===== src/design/bve_pkg.sv =====
// ----------------------------------------------------------------------------
// bve_pkg
// Shared types, character codes and the byte classifier for the visible
// escape encoder.
// ----------------------------------------------------------------------------
package bve_pkg;

  // Character codes used by the escape sequences.
  localparam logic [7:0] ChEsc    = 8'd27;
  localparam logic [7:0] ChBs     = 8'd8;
  localparam logic [7:0] ChTab    = 8'd9;
  localparam logic [7:0] ChNl     = 8'd10;
  localparam logic [7:0] ChFf     = 8'd12;
  localparam logic [7:0] ChCr     = 8'd13;
  localparam logic [7:0] ChBslash = 8'd92;
  localparam logic [7:0] ChCaret  = 8'd94;
  localparam logic [7:0] ChDel    = 8'd127;
  localparam logic [7:0] ChUpperE = 8'h45;
  localparam logic [7:0] ChLowerN = 8'h6e;
  localparam logic [7:0] ChLowerB = 8'h62;
  localparam logic [7:0] ChLowerF = 8'h66;
  localparam logic [7:0] ChLowerR = 8'h72;
  localparam logic [7:0] ChLowerT = 8'h74;
  localparam logic [7:0] ChQuery  = 8'h3f;
  localparam logic [7:0] ChZero   = 8'h30;
  localparam logic [7:0] CtlBit   = 8'h40;

  localparam logic [31:0] CountMax = 32'hffff_ffff;

  // One classified item: up to four characters and the index of the last one.
  typedef struct packed {
    logic [3:0][7:0] chars;
    logic [1:0]      last_idx;
  } seq_t;

  // Expands one input item into its visible character sequence.
  function automatic seq_t encode(input logic [7:0] b, input logic eos);
    seq_t s;
    s.chars    = '0;
    s.last_idx = 2'd0;
    if (eos) begin
      s.chars[0] = ChNl;
    end else begin
      unique case (b)
        ChEsc: begin
          s.chars[0] = ChNl;
          s.chars[1] = ChBslash;
          s.chars[2] = ChUpperE;
          s.last_idx = 2'd2;
        end
        ChNl: begin
          s.chars[0] = ChNl;
          s.chars[1] = ChBslash;
          s.chars[2] = ChLowerN;
          s.last_idx = 2'd2;
        end
        ChBs: begin
          s.chars[0] = ChBslash;
          s.chars[1] = ChLowerB;
          s.last_idx = 2'd1;
        end
        ChFf: begin
          s.chars[0] = ChBslash;
          s.chars[1] = ChLowerF;
          s.last_idx = 2'd1;
        end
        ChCr: begin
          s.chars[0] = ChBslash;
          s.chars[1] = ChLowerR;
          s.last_idx = 2'd1;
        end
        ChTab: begin
          s.chars[0] = ChBslash;
          s.chars[1] = ChLowerT;
          s.last_idx = 2'd1;
        end
        ChCaret: begin
          s.chars[0] = ChBslash;
          s.chars[1] = ChCaret;
          s.last_idx = 2'd1;
        end
        ChDel: begin
          s.chars[0] = ChBslash;
          s.chars[1] = ChQuery;
          s.last_idx = 2'd1;
        end
        default: begin
          if (b[7]) begin
            // High bytes become a backslash and three octal digits.
            s.chars[0] = ChBslash;
            s.chars[1] = ChZero + {6'd0, b[7:6]};
            s.chars[2] = ChZero + {5'd0, b[5:3]};
            s.chars[3] = ChZero + {5'd0, b[2:0]};
            s.last_idx = 2'd3;
          end else if (b[6:5] == 2'b00) begin
            // Remaining control bytes use caret notation.
            s.chars[0] = ChCaret;
            s.chars[1] = b | CtlBit;
            s.last_idx = 2'd1;
          end else begin
            s.chars[0] = b;
          end
        end
      endcase
    end
    return s;
  endfunction

endpackage


===== src/design/bve_if.sv =====
// ----------------------------------------------------------------------------
// bve_if
// Valid/ready channel interfaces for raw input bytes and visible characters.
// ----------------------------------------------------------------------------
interface bve_in_if;
  logic       valid;
  logic       ready;
  logic [7:0] data_byte;
  logic       end_of_stream;

  modport source(output valid, output data_byte, output end_of_stream, input ready);
  modport sink(input valid, input data_byte, input end_of_stream, output ready);
endinterface

interface bve_out_if;
  logic        valid;
  logic        ready;
  logic [7:0]  out_char;
  logic        last;
  logic [31:0] chars_written;

  modport source(output valid, output out_char, output last, output chars_written,
                 input ready);
  modport sink(input valid, input out_char, input last, input chars_written,
               output ready);
endinterface


===== src/design/bve_front.sv =====
// ----------------------------------------------------------------------------
// bve_front
// Accepts input bytes, classifies them and holds the resulting character
// sequence in a register until the queue takes it.
// ----------------------------------------------------------------------------
module bve_front
  import bve_pkg::*;
(
  input  logic clk,
  input  logic rst,
  bve_in_if.sink byte_stream,
  output logic   push,
  output seq_t   push_seq,
  input  logic   queue_full
);

  logic stg_valid;
  seq_t stg_seq;

  // A held sequence moves on whenever the queue has room.
  assign push     = stg_valid && !queue_full;
  assign push_seq = stg_seq;

  assign byte_stream.ready = !stg_valid || push;

  // Stage valid follows input transfers and queue writes.
  always_ff @(posedge clk) begin
    if (rst) begin
      stg_valid <= 1'b0;
    end else if (byte_stream.ready) begin
      stg_valid <= byte_stream.valid;
    end
  end

  // Classify at the input transfer.
  always_ff @(posedge clk) begin
    if (byte_stream.valid && byte_stream.ready) begin
      stg_seq <= encode(byte_stream.data_byte, byte_stream.end_of_stream);
    end
  end

endmodule


===== src/design/bve_queue.sv =====
// ----------------------------------------------------------------------------
// bve_queue
// Two-entry queue of classified sequences between front and back.
// ----------------------------------------------------------------------------
module bve_queue
  import bve_pkg::*;
(
  input  logic clk,
  input  logic rst,
  input  logic push,
  input  seq_t push_seq,
  output logic full,
  input  logic pop,
  output logic head_valid,
  output seq_t head_seq
);

  seq_t       entries [2];
  logic       wr_ptr;
  logic       rd_ptr;
  logic [1:0] fill;

  assign full       = (fill == 2'd2);
  assign head_valid = (fill != 2'd0);
  assign head_seq   = entries[rd_ptr];

  // Pointers and fill level.
  always_ff @(posedge clk) begin
    if (rst) begin
      wr_ptr <= 1'b0;
      rd_ptr <= 1'b0;
      fill   <= 2'd0;
    end else begin
      if (push) begin
        wr_ptr <= !wr_ptr;
      end
      if (pop) begin
        rd_ptr <= !rd_ptr;
      end
      case ({push, pop})
        2'b10:   fill <= fill + 2'd1;
        2'b01:   fill <= fill - 2'd1;
        default: fill <= fill;
      endcase
    end
  end

  // Entry storage.
  always_ff @(posedge clk) begin
    if (push) begin
      entries[wr_ptr] <= push_seq;
    end
  end

endmodule


===== src/design/bve_back.sv =====
// ----------------------------------------------------------------------------
// bve_back
// Walks the head sequence one character per cycle, while the output is not stalled, into
// an output register and keeps the saturating character count.
// ----------------------------------------------------------------------------
module bve_back
  import bve_pkg::*;
(
  input  logic clk,
  input  logic rst,
  input  logic head_valid,
  input  seq_t head_seq,
  output logic pop,
  bve_out_if.source char_stream
);

  logic        out_valid;
  logic [7:0]  out_char;
  logic        out_last;
  logic [31:0] out_count;
  logic [1:0]  idx;
  logic [31:0] char_total;
  logic [31:0] char_total_next;
  logic        advance;
  logic        emit;
  logic        at_last;

  assign advance = !out_valid || char_stream.ready;
  assign emit    = advance && head_valid;
  assign at_last = (idx == head_seq.last_idx);
  assign pop     = emit && at_last;

  assign char_total_next = (char_total == CountMax) ? char_total : char_total + 32'd1;

  assign char_stream.valid         = out_valid;
  assign char_stream.out_char      = out_char;
  assign char_stream.last          = out_last;
  assign char_stream.chars_written = out_count;

  // Control: output valid, character index and running count.
  always_ff @(posedge clk) begin
    if (rst) begin
      out_valid  <= 1'b0;
      idx        <= 2'd0;
      char_total <= '0;
    end else if (advance) begin
      out_valid <= head_valid;
      if (emit) begin
        char_total <= char_total_next;
        idx        <= at_last ? 2'd0 : idx + 2'd1;
      end
    end
  end

  // Output payload register.
  always_ff @(posedge clk) begin
    if (emit) begin
      out_char  <= head_seq.chars[idx];
      out_last  <= at_last;
      out_count <= char_total_next;
    end
  end

endmodule


===== src/design/byte_visible_escape_encoder_core.sv =====
// Path: the first character of an item is held in the front stage register, then in a queue
// entry, then in the output register, from which it transfers when the receiver is ready.
// Output: one character per cycle while the receiver is ready; an item expands to 1 to 4
// characters, sent one at a time over the single output character port.
// A two-entry queue lets input transfers continue while the output stalls.
// Reset (rst, synchronous) empties all stages and clears the character count.
// ----------------------------------------------------------------------------
// byte_visible_escape_encoder_core
// Top level: front classifier, sequence queue and character serializer.
// ----------------------------------------------------------------------------
module byte_visible_escape_encoder_core
  import bve_pkg::*;
(
  input  logic clk,
  input  logic rst,
  bve_in_if.sink    byte_stream,
  bve_out_if.source char_stream
);

  logic push;
  seq_t push_seq;
  logic queue_full;
  logic pop;
  logic head_valid;
  seq_t head_seq;

  bve_front u_front (
    .clk         (clk),
    .rst         (rst),
    .byte_stream (byte_stream),
    .push        (push),
    .push_seq    (push_seq),
    .queue_full  (queue_full)
  );

  bve_queue u_queue (
    .clk        (clk),
    .rst        (rst),
    .push       (push),
    .push_seq   (push_seq),
    .full       (queue_full),
    .pop        (pop),
    .head_valid (head_valid),
    .head_seq   (head_seq)
  );

  bve_back u_back (
    .clk         (clk),
    .rst         (rst),
    .head_valid  (head_valid),
    .head_seq    (head_seq),
    .pop         (pop),
    .char_stream (char_stream)
  );

endmodule


===== src/flat_wrapper.sv =====
// flat-port wrapper written by rule: the top's interface ports become plain ports
module byte_visible_escape_encoder_core_flat import bve_pkg::*;
  (clk, rst, byte_stream_valid, byte_stream_data_byte, byte_stream_end_of_stream, byte_stream_ready, char_stream_valid, char_stream_out_char, char_stream_last, char_stream_chars_written, char_stream_ready);
  bve_in_if byte_stream_i ();
  bve_out_if char_stream_i ();
  input  logic clk;
  input  logic rst;
  input wire logic [$bits(byte_stream_i.valid)-1:0] byte_stream_valid;
  input wire logic [$bits(byte_stream_i.data_byte)-1:0] byte_stream_data_byte;
  input wire logic [$bits(byte_stream_i.end_of_stream)-1:0] byte_stream_end_of_stream;
  output wire logic [$bits(byte_stream_i.ready)-1:0] byte_stream_ready;
  output wire logic [$bits(char_stream_i.valid)-1:0] char_stream_valid;
  output wire logic [$bits(char_stream_i.out_char)-1:0] char_stream_out_char;
  output wire logic [$bits(char_stream_i.last)-1:0] char_stream_last;
  output wire logic [$bits(char_stream_i.chars_written)-1:0] char_stream_chars_written;
  input wire logic [$bits(char_stream_i.ready)-1:0] char_stream_ready;
  assign byte_stream_i.valid = byte_stream_valid;
  assign byte_stream_i.data_byte = byte_stream_data_byte;
  assign byte_stream_i.end_of_stream = byte_stream_end_of_stream;
  assign byte_stream_ready = byte_stream_i.ready;
  assign char_stream_valid = char_stream_i.valid;
  assign char_stream_out_char = char_stream_i.out_char;
  assign char_stream_last = char_stream_i.last;
  assign char_stream_chars_written = char_stream_i.chars_written;
  assign char_stream_i.ready = char_stream_ready;
  byte_visible_escape_encoder_core u_core (.clk(clk), .rst(rst), .byte_stream(byte_stream_i), .char_stream(char_stream_i));
endmodule

===== config.mk =====
export PLATFORM = sky130hd
export DESIGN_NAME = byte_visible_escape_encoder_core_flat
export DESIGN_NICKNAME = d
export VERILOG_FILES = /design/src/design/bve_pkg.sv /design/src/design/bve_if.sv /design/src/design/bve_front.sv /design/src/design/bve_queue.sv /design/src/design/bve_back.sv /design/src/design/byte_visible_escape_encoder_core.sv /design/src/flat_wrapper.sv
export SDC_FILE = /design/constraint.sdc
export NUM_CORES = 1
export LEC_CHECK = 0
export BUFFER_PORTS_ARGS = -buffer_cell sky130_fd_sc_hd__clkbuf_2
export CORE_MARGIN = 2
export CORE_UTILIZATION = 30
export CTS_CLUSTER_SIZE = 25
export DETAILED_ROUTE_END_ITERATION = 6
export HOLD_SLACK_MARGIN = 0.12
export PLACE_DENSITY = 0.53
export SETUP_SLACK_MARGIN = 0.1
export SLEW_MARGIN = 25
export SYNTH_ARGS = -nofsm -noshare
export SYNTH_HDL_FRONTEND = slang
export SYNTH_SLANG_ARGS = --single-unit
export TNS_END_PERCENT = 10

===== constraint.sdc =====
create_clock -name clk -period 8.5 [get_ports clk]
set_clock_uncertainty 0.05 [all_clocks]
set_input_delay 0 -clock clk [delete_from_list [all_inputs] [get_ports clk]]
set_output_delay 0 -clock clk [all_outputs]
set_load 0.02 [all_outputs]

==> metrics, run 1 <==
result of the run finished, final reports clean; Max-slew headroom 33.8%; maximum clock frequency 359 MHz; time the worst path needs with I/O delays and setup 2.78 ns; router iterations before antenna repair 7; final worst path period share 32.7%; crit path cell chain nand3_1, nor3_1, nand4b_1, or4_1, a21oi_1; buffer cell driving the clock tree root sky130_fd_sc_hd__clkbuf_16; H-tree depth reported by CTS 4; Mean Syn Cell Area 12.2 µm²; dominant register cell in the synthesized netlist sky130_fd_sc_hd__edfxtp_1; required time of the critical path 8.78 ns; overall die area 24,900 µm²; Total GRT Usage 11.8%; start point of the worst hold path byte_stream_valid; Final TNS setup 0 ns; maximum number of pins on one net before global-route repair 46; estimated wirelength of the detail-placed design 9190 µm; CP max FO 11; endpoints failing setup 0; multi-input logic area 2450 µm²; Met3 Wirelength 622 µm; Final #Nets 649; initial antenna violation count 0; switching power share of the total 28.0%; count of flip-flops with a built-in enable after synthesis 121; Top Metal Used met4; hold buffer count at CTS 13; non-filler instance count after layout 966; sequential share of the synthesized area 62.8%; worst-case clock buffer depth 2; Synth-to-Final Area Change 18.2%; clk_lat worst skew 0.42 ns; port buffer count 54; floorplan die width 158 µm; synthesized netlist net count 594; final count of pins violating max slew 0; Cell Count Post-Placement 921; fraction of final layout cells with drive strength greater than 1 18.4%; num rows 56; clock sinks 162; worst-path cell with the longest stage delay sky130_fd_sc_hd__or4_1; number of warnings reported in the yosys synthesis log 0; post-detailed-routing wire length 14,200 µm; P_sw 0.607 mW; Top Ports 56; clock transition at the registers of the reported paths 0.06 ns; most instantiated library cell after synthesis sky130_fd_sc_hd__edfxtp_1; Worst R2R Start u_core.u_back.char_total[2]; number of global-route vias before repair 4,436; Register Area 4460 µm²; combinational cell fraction of total power 17.1%; Syn Inst Count 579; CP startpoint kind flop; largest area contributor in the synthesized netlist sky130_fd_sc_hd__edfxtp_1; Critical path origin u_core.u_back.char_total[2]; number of routed nets with antenna violations 0; post-synthesis cell type count 57; Max stage delay on crit path 0.63 ns; startpoint-to-endpoint class of the critical path reg2reg; Crit path buffers/inverters 0; number of buffers created by CTS 17; Synth top cells by count sky130_fd_sc_hd__edfxtp_1 (121), sky130_fd_sc_hd__a21oi_1 (44), sky130_fd_sc_hd__nand2_1 (42), sky130_fd_sc_hd__dfxtp_1 (41), sky130_fd_sc_hd__nor2_1 (41); global-route wire length before repair 23,000 µm; count of vias placed by the detailed router 4,727; Met1 Wirelength 6330 µm; total count of hold-check failures in the final report 0; element type at the critical path end flop; drt wl/cell 14.7 µm; post-CTS resize count 0; Least-Margin Pin Slew 0.992 ns; postcts setup bufs 0; # fillers 2,269; CTS tree built; setup repair after global routing missed its margin no; Hold WC Path Type in2reg; DR iter-0 viols 329; DR vias/cell 4.89; power share of the sequential group 47.7%; max-cap violations 0; area share of the leading cell type in the synthesized netlist 51.3%; power per cell area 259 nW/µm²; GPL Wtd Cong 0.823; data arrival time at the worst-slack endpoint 3.06 ns; area of the core 23,300 µm²; detailed-route DRC error count 0; Routed met2 length 7110 µm; internal power 1.56 mW; number of synthesized register bits 162; cell class contributing the biggest share of worst-path delay simple AND/OR/NAND/NOR gates; effective utilization at floorplan 30.4%; die outline height 158 µm; largest cells by area after synthesis sky130_fd_sc_hd__edfxtp_1 (51%), sky130_fd_sc_hd__dfxtp_1 (12%), sky130_fd_sc_hd__mux4_2 (3.2%); overflow left after global routing 0; n_diodes 0; VDD IR-drop max 0.000131 V; clock power share 35.2%; share of synthesized flip-flops with an asynchronous set or reset 0%; leakage power 2.87 nW; area of the mapped netlist 7090 µm²
==> cell type report <==
| type | count | area share, % |
|---|---|---|
| clock buffer | 18 | 5.12 |
| clock inverter | 14 | 1.94 |
| multi-input combinational | 370 | 29.2 |
| timing repair buffer | 73 | 5.32 |
| inverter | 10 | 0.448 |
| sequential | 162 | 53.2 |
| tap | 319 | 4.77 |
==> power by group through the flow <==
stage | Clock, mW | Combinational [mW] | Sequential [mW]
CTS | 0.783 | 0.376 | 1.04
global route | 0.816 | 0.406 | 1.05
detailed placement | 0 | 0.371 | 1.06
floorplan | 0 | 0.190 | 1.11
finish | 0.764 | 0.370 | 1.03
global placement | 0 | 0.365 | 1.05
==> cells by family after synthesis <==
family	count (synthesis)	share of synthesized area, %
buf+inv	47	2.74
xor+xnor	37	4.57
simple gates	200	15.3
mux	23	5.12
other cells	1	0.0529
flops	162	62.8
fa+ha+maj	2	0.353
compound gates	107	9.06
==> worst reg2reg max path: cells and delay by family, from the launching register on <==
| family | cells | cell delay, ns |
|---|---|---|
| simple gates | 4 | 2.04 |
| flops | 1 | 0.46 |
| compound gates | 1 | 0.15 |
==> placed cells by master, fill, tap and decap left out, types with 13 or more instances in the layout <==
cell type | synthesis | routed
sky130_fd_sc_hd__edfxtp_1 | 121 | 121
sky130_fd_sc_hd__clkbuf_2 | 1 | 54
sky130_fd_sc_hd__a21oi_1 | 44 | 44
sky130_fd_sc_hd__nand2_1 | 42 | 42
sky130_fd_sc_hd__nor2_1 | 41 | 40
sky130_fd_sc_hd__dfxtp_1 | 41 | 40
sky130_fd_sc_hd__o21ai_0 | 25 | 24
sky130_fd_sc_hd__nand3_1 | 22 | 22
sky130_fd_sc_hd__xor2_1 | 22 | 22
sky130_fd_sc_hd__clkbuf_16 | 0 | 17
sky130_fd_sc_hd__nor3_1 | 16 | 16
sky130_fd_sc_hd__xnor2_1 | 15 | 15
sky130_fd_sc_hd__or3_1 | 14 | 14
sky130_fd_sc_hd__nand4_1 | 13 | 13
sky130_fd_sc_hd__dlygate4sd3_1 | 0 | 13
==> per-layer routing <==
metal | global-route usage [%] | vias up
li1 | - | 2299
met1 | 14.7 | 2292
met2 | 19.8 | 128
met3 | 2.74 | 8
met4 | 4.46 | 0
met5 | 0 | -
==> registers in the layout (all words and copies together) (netlist names), named ones only <==
signal / count
u_core.u_queue.fill: 2
u_core.u_back.char_stream.valid: 1
u_core.u_queue.rd_ptr: 1
u_core.u_back.char_total: 32
u_core.u_queue.entries: 54
u_core.u_front.stg_valid: 1
u_core.u_back.char_stream.last: 1
u_core.u_queue.wr_ptr: 1
u_core.u_back.char_stream.out_char: 7
u_core.u_front.push_seq: 27
u_core.u_back.char_stream.chars_written: 32
u_core.u_back.idx: 2
==> per-stage QoR <==
| stage | total power [mW] | cell area (µm²) | utilization, % | hold WS, ns | setup WS [ns] |
|---|---|---|---|---|---|
| global route | 2.27 | 8380 | 35.9 | 0.329 | 5.44 |
| CTS | 2.20 | 8380 | 35.9 | 0.307 | 5.71 |
| global placement | 1.42 | 7650 | 32.8 | 0.195 | 5.69 |
| floorplan | 1.30 | 7090 | - | 0.0795 | 5.74 |
| finish | 2.17 | 8380 | 35.9 | 0.323 | 5.72 |
| detailed placement | 1.43 | 7650 | 32.8 | 0.195 | 5.75 |
==> path summary, 6_finish.rpt <==
path | depth (start not counted) | endpoint | slack, ns
hold / removal | 4 | u_core.u_front.stg_valid | 0.32
setup reg to reg | 5 | u_core.u_back.char_total[29] | 5.72
setup / recovery | 5 | u_core.u_back.char_total[29] | 5.72
hold reg to reg | 0 | u_core.u_queue.entries[1][11] | 0.39
Power figures use the tool's default switching activity.
==> inputs of run 2 (changes only) <==
--- a/config.mk
+++ b/config.mk
@@ -5,6 +5,7 @@
 export SDC_FILE = /design/constraint.sdc
 export NUM_CORES = 1
 export LEC_CHECK = 0
+export ABC_AREA = 1
 export BUFFER_PORTS_ARGS = -buffer_cell sky130_fd_sc_hd__clkbuf_2
 export CORE_MARGIN = 2
 export CORE_UTILIZATION = 30
==> constraint.sdc (replaced) <==
create_clock -name clk -period 2.6 [get_ports clk]
set_clock_uncertainty 0.05 [all_clocks]
set_input_delay 0 -clock clk [delete_from_list [all_inputs] [get_ports clk]]
set_output_delay 0 -clock clk [all_outputs]
set_load 0.02 [all_outputs]
==> run 2 against run 1 <==
  * Wire length is 18% higher
  * Global-route usage is 1.9 points higher
  * Non-clock buffer count is 14 higher
  * Register-to-register slack worse by 5.3 ns
  * Total power grew to 3.6 times the previous value
  * Combinational power grew to 4.3 times the previous value
  * Sequential power grew to 3.5 times the previous value
  * Setup slack worse by 5.4 ns
  * Clock-buffer cell count is 1 lower
  * Final cell count is 27% higher
  * Critical endpoint is now u_core.u_front.push_seq[8]
  * Sequential share of layout area is 2.5 points lower
==> metrics, run 2 <==
DR iter-0 viols 390; total count of hold-check failures in the final report 0; max reg flops 54; number of warnings reported in the yosys synthesis log 0; global-route wire length before repair 27,400 µm; Setup Slack @ Placement 0.458 ns; area of the mapped netlist 7280 µm²; hold slack final 0.401 ns; drt wl/cell 13.7 µm; floorplan die width 160 µm; share of synthesized flip-flops with an asynchronous set or reset 0%; final worst path period share 88.0%; port buffer count 54; overflow left after global routing 0; CP max FO 6; number of global-route vias before repair 5,301; data arrival time at the worst-slack endpoint 2.43 ns; number of buffers created by CTS 17; endpoints failing setup 0; reg-to-reg endpoint u_core.u_back.char_total[13]; most instantiated library cell after synthesis sky130_fd_sc_hd__nand2_1; clock transition at the registers of the reported paths 0.07 ns; synthesized netlist net count 826; area of the core 24,100 µm²; overall die area 25,500 µm²; postcts setup bufs 0; most common library cell in the layout ignoring fill and taps sky130_fd_sc_hd__nand2_1; Worst Reg-to-Reg Cells 10; num rows 57; setup repair after global routing missed its margin no; multi-input logic area 2380 µm²; n_diodes 0; time the worst path needs with I/O delays and setup 2.29 ns; number of routed nets with antenna violations 0; count of flip-flops with a built-in enable after synthesis 121; H-tree depth reported by CTS 4; Synth top cells by count sky130_fd_sc_hd__nand2_1 (173), sky130_fd_sc_hd__nor2_1 (145), sky130_fd_sc_hd__edfxtp_1 (121), sky130_fd_sc_hd__inv_1 (91), sky130_fd_sc_hd__nand3_1 (64); commonest cells after routing, fill and taps aside sky130_fd_sc_hd__nand2_1 (173), sky130_fd_sc_hd__nor2_1 (143), sky130_fd_sc_hd__edfxtp_1 (121), sky130_fd_sc_hd__inv_1 (90), sky130_fd_sc_hd__nand3_1 (64); largest area contributor in the synthesized netlist sky130_fd_sc_hd__edfxtp_1; router iterations before antenna repair 5; Final #Nets 908; CTS tree built; largest cells by area after synthesis sky130_fd_sc_hd__edfxtp_1 (50%), sky130_fd_sc_hd__dfxtp_1 (11%), sky130_fd_sc_hd__nand2_1 (8.9%); die outline height 160 µm; Critical path origin byte_stream_data_byte[5]; clock sinks 162; largest reg by FF count u_core.u_queue.entries; Register Area 4450 µm²; utilization after layout 36.4%; post-detailed-routing wire length 16,800 µm; final count of pins violating max slew 0; effective utilization at floorplan 30.2%; max-cap violations 0; buffer cell driving the clock tree root sky130_fd_sc_hd__clkbuf_16; Syn Inst Count 811; # fillers 2,513; sequential share of the synthesized area 61.2%; number of synthesized register bits 162; startpoint-to-endpoint class of the critical path in2reg; setup slack of the critical path after layout 0.312 ns; power per cell area 879 nW/µm²; DR vias/cell 4.56; CP startpoint kind input pin; maximum clock frequency 437 MHz; required time of the critical path 2.74 ns; Final TNS setup 0 ns; initial antenna violation count 0; result of the run finished, final reports clean; maximum number of pins on one net before global-route repair 46; Total GRT Usage 13.7%; Top Ports 56; termination of the worst setup path u_core.u_front.push_seq[8]; GPL Wtd Cong 0.905; VDD IR-drop max 0.000443 V; worst reg-to-reg setup slack 0.46 ns; element type at the critical path end flop; clk_lat worst skew 0.44 ns; dominant register cell in the synthesized netlist sky130_fd_sc_hd__edfxtp_1; area share of the leading cell type in the synthesized netlist 49.9%; Worst R2R Start u_core.u_back.char_total[0]; count of vias placed by the detailed router 5,604; worst-case clock buffer depth 2; Hold WC Path Type reg2reg; leakage power 3.54 nW; Mean Syn Cell Area 8.98 µm²; estimated wirelength of the detail-placed design 11,800 µm; detailed-route DRC error count 0; fraction of final layout cells with drive strength greater than 1 12.7%; post-synthesis cell type count 33; Synth-to-Final Area Change 20.6%
-- run 2: cell types whose count changed after synthesis, moves of 20 or more --
| cell | delta |
|---|---|
| sky130_fd_sc_hd__o21ai_0 | +38 |
| sky130_fd_sc_hd__nand3_1 | +42 |
| sky130_fd_sc_hd__inv_1 | +82 |
| sky130_fd_sc_hd__nand2_1 | +131 |
| sky130_fd_sc_hd__xor2_1 | -20 |
| sky130_fd_sc_hd__nor2_1 | +104 |
-- run 2: cell families (layout without fill, tap and decap cells) --
logic type	Yosys count	in the layout	share of synthesized area, %
compound gates	117	117	8.43
xor+xnor	3	3	0.361
fa+ha+maj	2	2	0.344
buf+inv	118	213	6.39
flops	162	162	61.2
other cells	1	1	0.0515
simple gates	408	408	23.3
-- run 2: layout make-up --
cell class	instances	share of cell area, %
clock buffer	17	4.84
clock inverter	15	2.29
tap	324	4.61
multi-input combinational	531	27.1
sequential	162	50.7
timing repair buffer	87	6.44
inverter	94	4.02
-- run 2: metal layers --
metal | track usage [%] | vias up | part of all wire, %
met5 | 0 | - | 0
met4 | 5.94 | 0 | 2.5
met1 | 16.6 | 2583 | 44
li1 | - | 2871 | -
met3 | 2.88 | 27 | 3.9
met2 | 23.5 | 123 | 50
-- run 2: worst max-delay path, cell delays in order --
cell	delay, ns
sky130_fd_sc_hd__dlygate4sd3_1	0.53
sky130_fd_sc_hd__clkbuf_2	0.19
sky130_fd_sc_hd__nor2_4	0.19
sky130_fd_sc_hd__nand2_1	0.14
sky130_fd_sc_hd__nor2_2	0.19
sky130_fd_sc_hd__nand2_1	0.14
sky130_fd_sc_hd__nand2_1	0.20
sky130_fd_sc_hd__nor2_1	0.15
sky130_fd_sc_hd__o21a_1	0.14
sky130_fd_sc_hd__dlygate4sd3_1	0.56
-- run 2: worst min path at each step --
stage | from | end | slack (ns) | cells after the start
after detailed placement | byte_stream_valid | u_core.u_front.stg_valid | 0.26 | 3
after global routing | u_core.u_front.push_seq[30] | u_core.u_queue.entries[0][29] | 0.41 | 0
after CTS | u_core.u_front.push_seq[28] | u_core.u_queue.entries[0][27] | 0.40 | 0
after floorplan | byte_stream_valid | u_core.u_front.stg_valid | 0.12 | 2
after global placement | byte_stream_valid | u_core.u_front.stg_valid | 0.26 | 3
final | u_core.u_front.push_seq[27] | u_core.u_queue.entries[1][26] | 0.40 | 0
-- run 2: power breakdown --
group / switching [mW] / internal [mW]
clock: 1.24 / 1.32
sequential: 0.279 / 3.29
combinational: 1.08 / 0.511
total: 2.60 / 5.13
-- run 2: through the flow --
step / total power [mW] / instance area, µm² / cells
global route: 8.19 / 8790 / 1230
floorplan: 4.65 / 7290 / 811
detailed placement: 5.21 / 7960 / 1179
CTS: 7.81 / 8780 / 1230
global placement: 5.20 / 7960 / 1179
finish: 7.73 / 8790 / 1230
-- run 2: what timing repair did --
action,4_1_cts,5_1_grt
resized for setup,0,1
hold endpoints to repair,45,0
endpoints found under the setup margin,0,1
hold buffers,19,0
==> inputs of run 3 (changes only) <==
--- a/config.mk
+++ b/config.mk
@@ -7,12 +7,11 @@
 export LEC_CHECK = 0
 export ABC_AREA = 1
 export BUFFER_PORTS_ARGS = -buffer_cell sky130_fd_sc_hd__clkbuf_2
-export CORE_MARGIN = 2
-export CORE_UTILIZATION = 30
+export CORE_UTILIZATION = 60
 export CTS_CLUSTER_SIZE = 25
 export DETAILED_ROUTE_END_ITERATION = 6
 export HOLD_SLACK_MARGIN = 0.12
-export PLACE_DENSITY = 0.53
+export PLACE_DENSITY = 0.87
 export SETUP_SLACK_MARGIN = 0.1
 export SLEW_MARGIN = 25
 export SYNTH_ARGS = -nofsm -noshare
==> run 3 against run 2 <==
  * The flow now finishes with violations (DRC)
  * First-iteration DRC count up 56%
  * Critical path depth stayed put
  * Sequential power about the same
  * Critical path type unchanged
  * Register-to-register slack improved by 0.03 ns
  * Global-route usage is 15 points higher
  * Cell area decreased by 3.6%
  * Clock power is 5% lower
  * Combinational power up 3%
  * Via count increased by 7.0%
  * Wire length increased by 0.92%
  * Sequential share of layout area is 1.9 points higher
  * Setup slack better by 0.0017 ns
==> metrics, run 3 (synthesis gave the netlist of run 2 again) <==
number of routed nets with antenna violations 0; Most common cell on crit path sky130_fd_sc_hd__nand2_1; postcts setup bufs 0; estimated wirelength of the detail-placed design 11,200 µm; Routed met2 length 7710 µm; number of cells traversed by the worst hold path 0; setup repair after global routing missed its margin no; worst-case clock buffer depth 2; multi-input logic area 2380 µm²; GPL Wtd Cong 0.963; DR vias/cell 5.74; total count of hold-check failures in the final report 0; detailed-route DRC error count 8; largest reg by FF count u_core.u_queue.entries; router iterations before antenna repair 7; startpoint-to-endpoint class of the critical path in2reg; CTS tree built; global-route wire length before repair 27,000 µm; data arrival time at the worst-slack endpoint 2.41 ns; maximum clock frequency 437 MHz; VDD IR-drop max 0.000621 V; count of vias placed by the detailed router 5,995; Total GRT Usage 28.2%; drt wl/cell 16.2 µm; die outline height 112 µm; CP startpoint kind input pin; power per cell area 903 nW/µm²; crit path cell chain dlygate4sd3_1, clkbuf_2, nor2_4, nand2_1, nor2_2, nand2_1, nand2_1, nor2_1, o21a_1, dlygate4sd3_1; Finished Cell Area 8470 µm²; # fillers 817; Max stage delay on crit path 0.55 ns; time the worst path needs with I/O delays and setup 2.29 ns; max-cap violations 0; clock transition at the registers of the reported paths 0.06 ns; Met3 Wirelength 1810 µm; port buffer count 54; Final TNS setup 0 ns; DR iter-0 viols 610; result of the run complete, but fails checks; max reg flops 54; overall die area 12,600 µm²; Met1 Wirelength 7110 µm; Worst Reg-to-Reg Cells 11; Top Metal Used met4; utilization after layout 72.9%; final worst path period share 87.9%; CP max FO 6; Hold WC Path Type reg2reg; fraction of final layout cells with drive strength greater than 1 12.1%; failing checks DRC; clock sinks 162; total placed instance area 7730 µm²; Synth-to-Final Area Change 16.3%; element type at the critical path end flop; Top Ports 56; clk_lat worst skew 0.43 ns; setup slack of the critical path after layout 0.314 ns; number of buffers created by CTS 17; most common library cell in the layout ignoring fill and taps sky130_fd_sc_hd__nand2_1; effective utilization at floorplan 62.7%; worst-path cell with the longest stage delay sky130_fd_sc_hd__dlygate4sd3_1; n_diodes 0; num rows 39; Register Area 4450 µm²; leakage power 3.50 nW; floorplan die width 112 µm; maximum number of pins on one net before global-route repair 46; H-tree depth reported by CTS 4; overflow left after global routing 0; Setup Slack @ Placement 0.599 ns; post-detailed-routing wire length 17,000 µm; initial antenna violation count 0; required time of the critical path 2.73 ns; Final #Nets 904; endpoints failing setup 0; final count of pins violating max slew 0; buffer cell driving the clock tree root sky130_fd_sc_hd__clkbuf_16; commonest cells after routing, fill and taps aside sky130_fd_sc_hd__nand2_1 (173), sky130_fd_sc_hd__nor2_1 (143), sky130_fd_sc_hd__edfxtp_1 (121), sky130_fd_sc_hd__inv_1 (90), sky130_fd_sc_hd__nand3_1 (64); number of global-route vias before repair 5,470; area of the core 11,600 µm²
[run 3: final timing paths]
check / startpoint / to / slack, ns
worst min register to register: u_core.u_front.push_seq[1] / u_core.u_queue.entries[1][1] / 0.40
worst min-delay path: u_core.u_front.push_seq[1] / u_core.u_queue.entries[1][1] / 0.40
worst max register to register: u_core.u_back.char_total[0] / u_core.u_back.char_total[1] / 0.49
worst max-delay path: byte_stream_data_byte[5] / u_core.u_front.push_seq[8] / 0.31
[run 3: worst max-delay path: cells and delay by family]
family                 cells  cell delay, ns
and+or+nand+nor            6            1.00
buffers and inverters      3            1.26
AOI/OAI and AO/OA          1            0.14
[run 3: what timing repair did]
action,in CTS,in global routing
hold buffers,16,0
gates resized for setup,0,1
setup endpoints to repair,0,1
endpoints found under the hold margin,35,0
[run 3: through the flow]
stage	hold WS, ns	cells	power (mW)
2_1_floorplan	0.117	811	4.65
3_3_place_gp	0.212	997	5.11
3_5_place_dp	0.220	997	5.18
4_1_cts	0.397	1045	7.64
5_1_grt	0.403	1045	7.97
6_report	0.401	1045	7.65
[run 3: final cells by class]
cell class | instances | area share (%)
Clock buffer | 19 | 5.11
Sequential cell | 162 | 52.6
Multi-Input combinational cell | 531 | 28.1
Tap cell | 143 | 2.11
Timing Repair Buffer | 83 | 6.23
Inverter | 94 | 4.17
Clock inverter | 13 | 1.68
[run 3: per-layer routing]
layer  GRT usage [%]  vias up
met5               0        -
met4            11.3        0
met3            6.70       36
met2            43.3      346
met1            39.0     2751
li1                -     2862
[run 3: power by group]
group	switching [mW]	internal [mW]	total (mW)	leakage, nW
combinational	1.12	0.506	1.63	1.73
sequential	0.278	3.29	3.57	1.49
clock	0.962	1.49	2.45	0.283
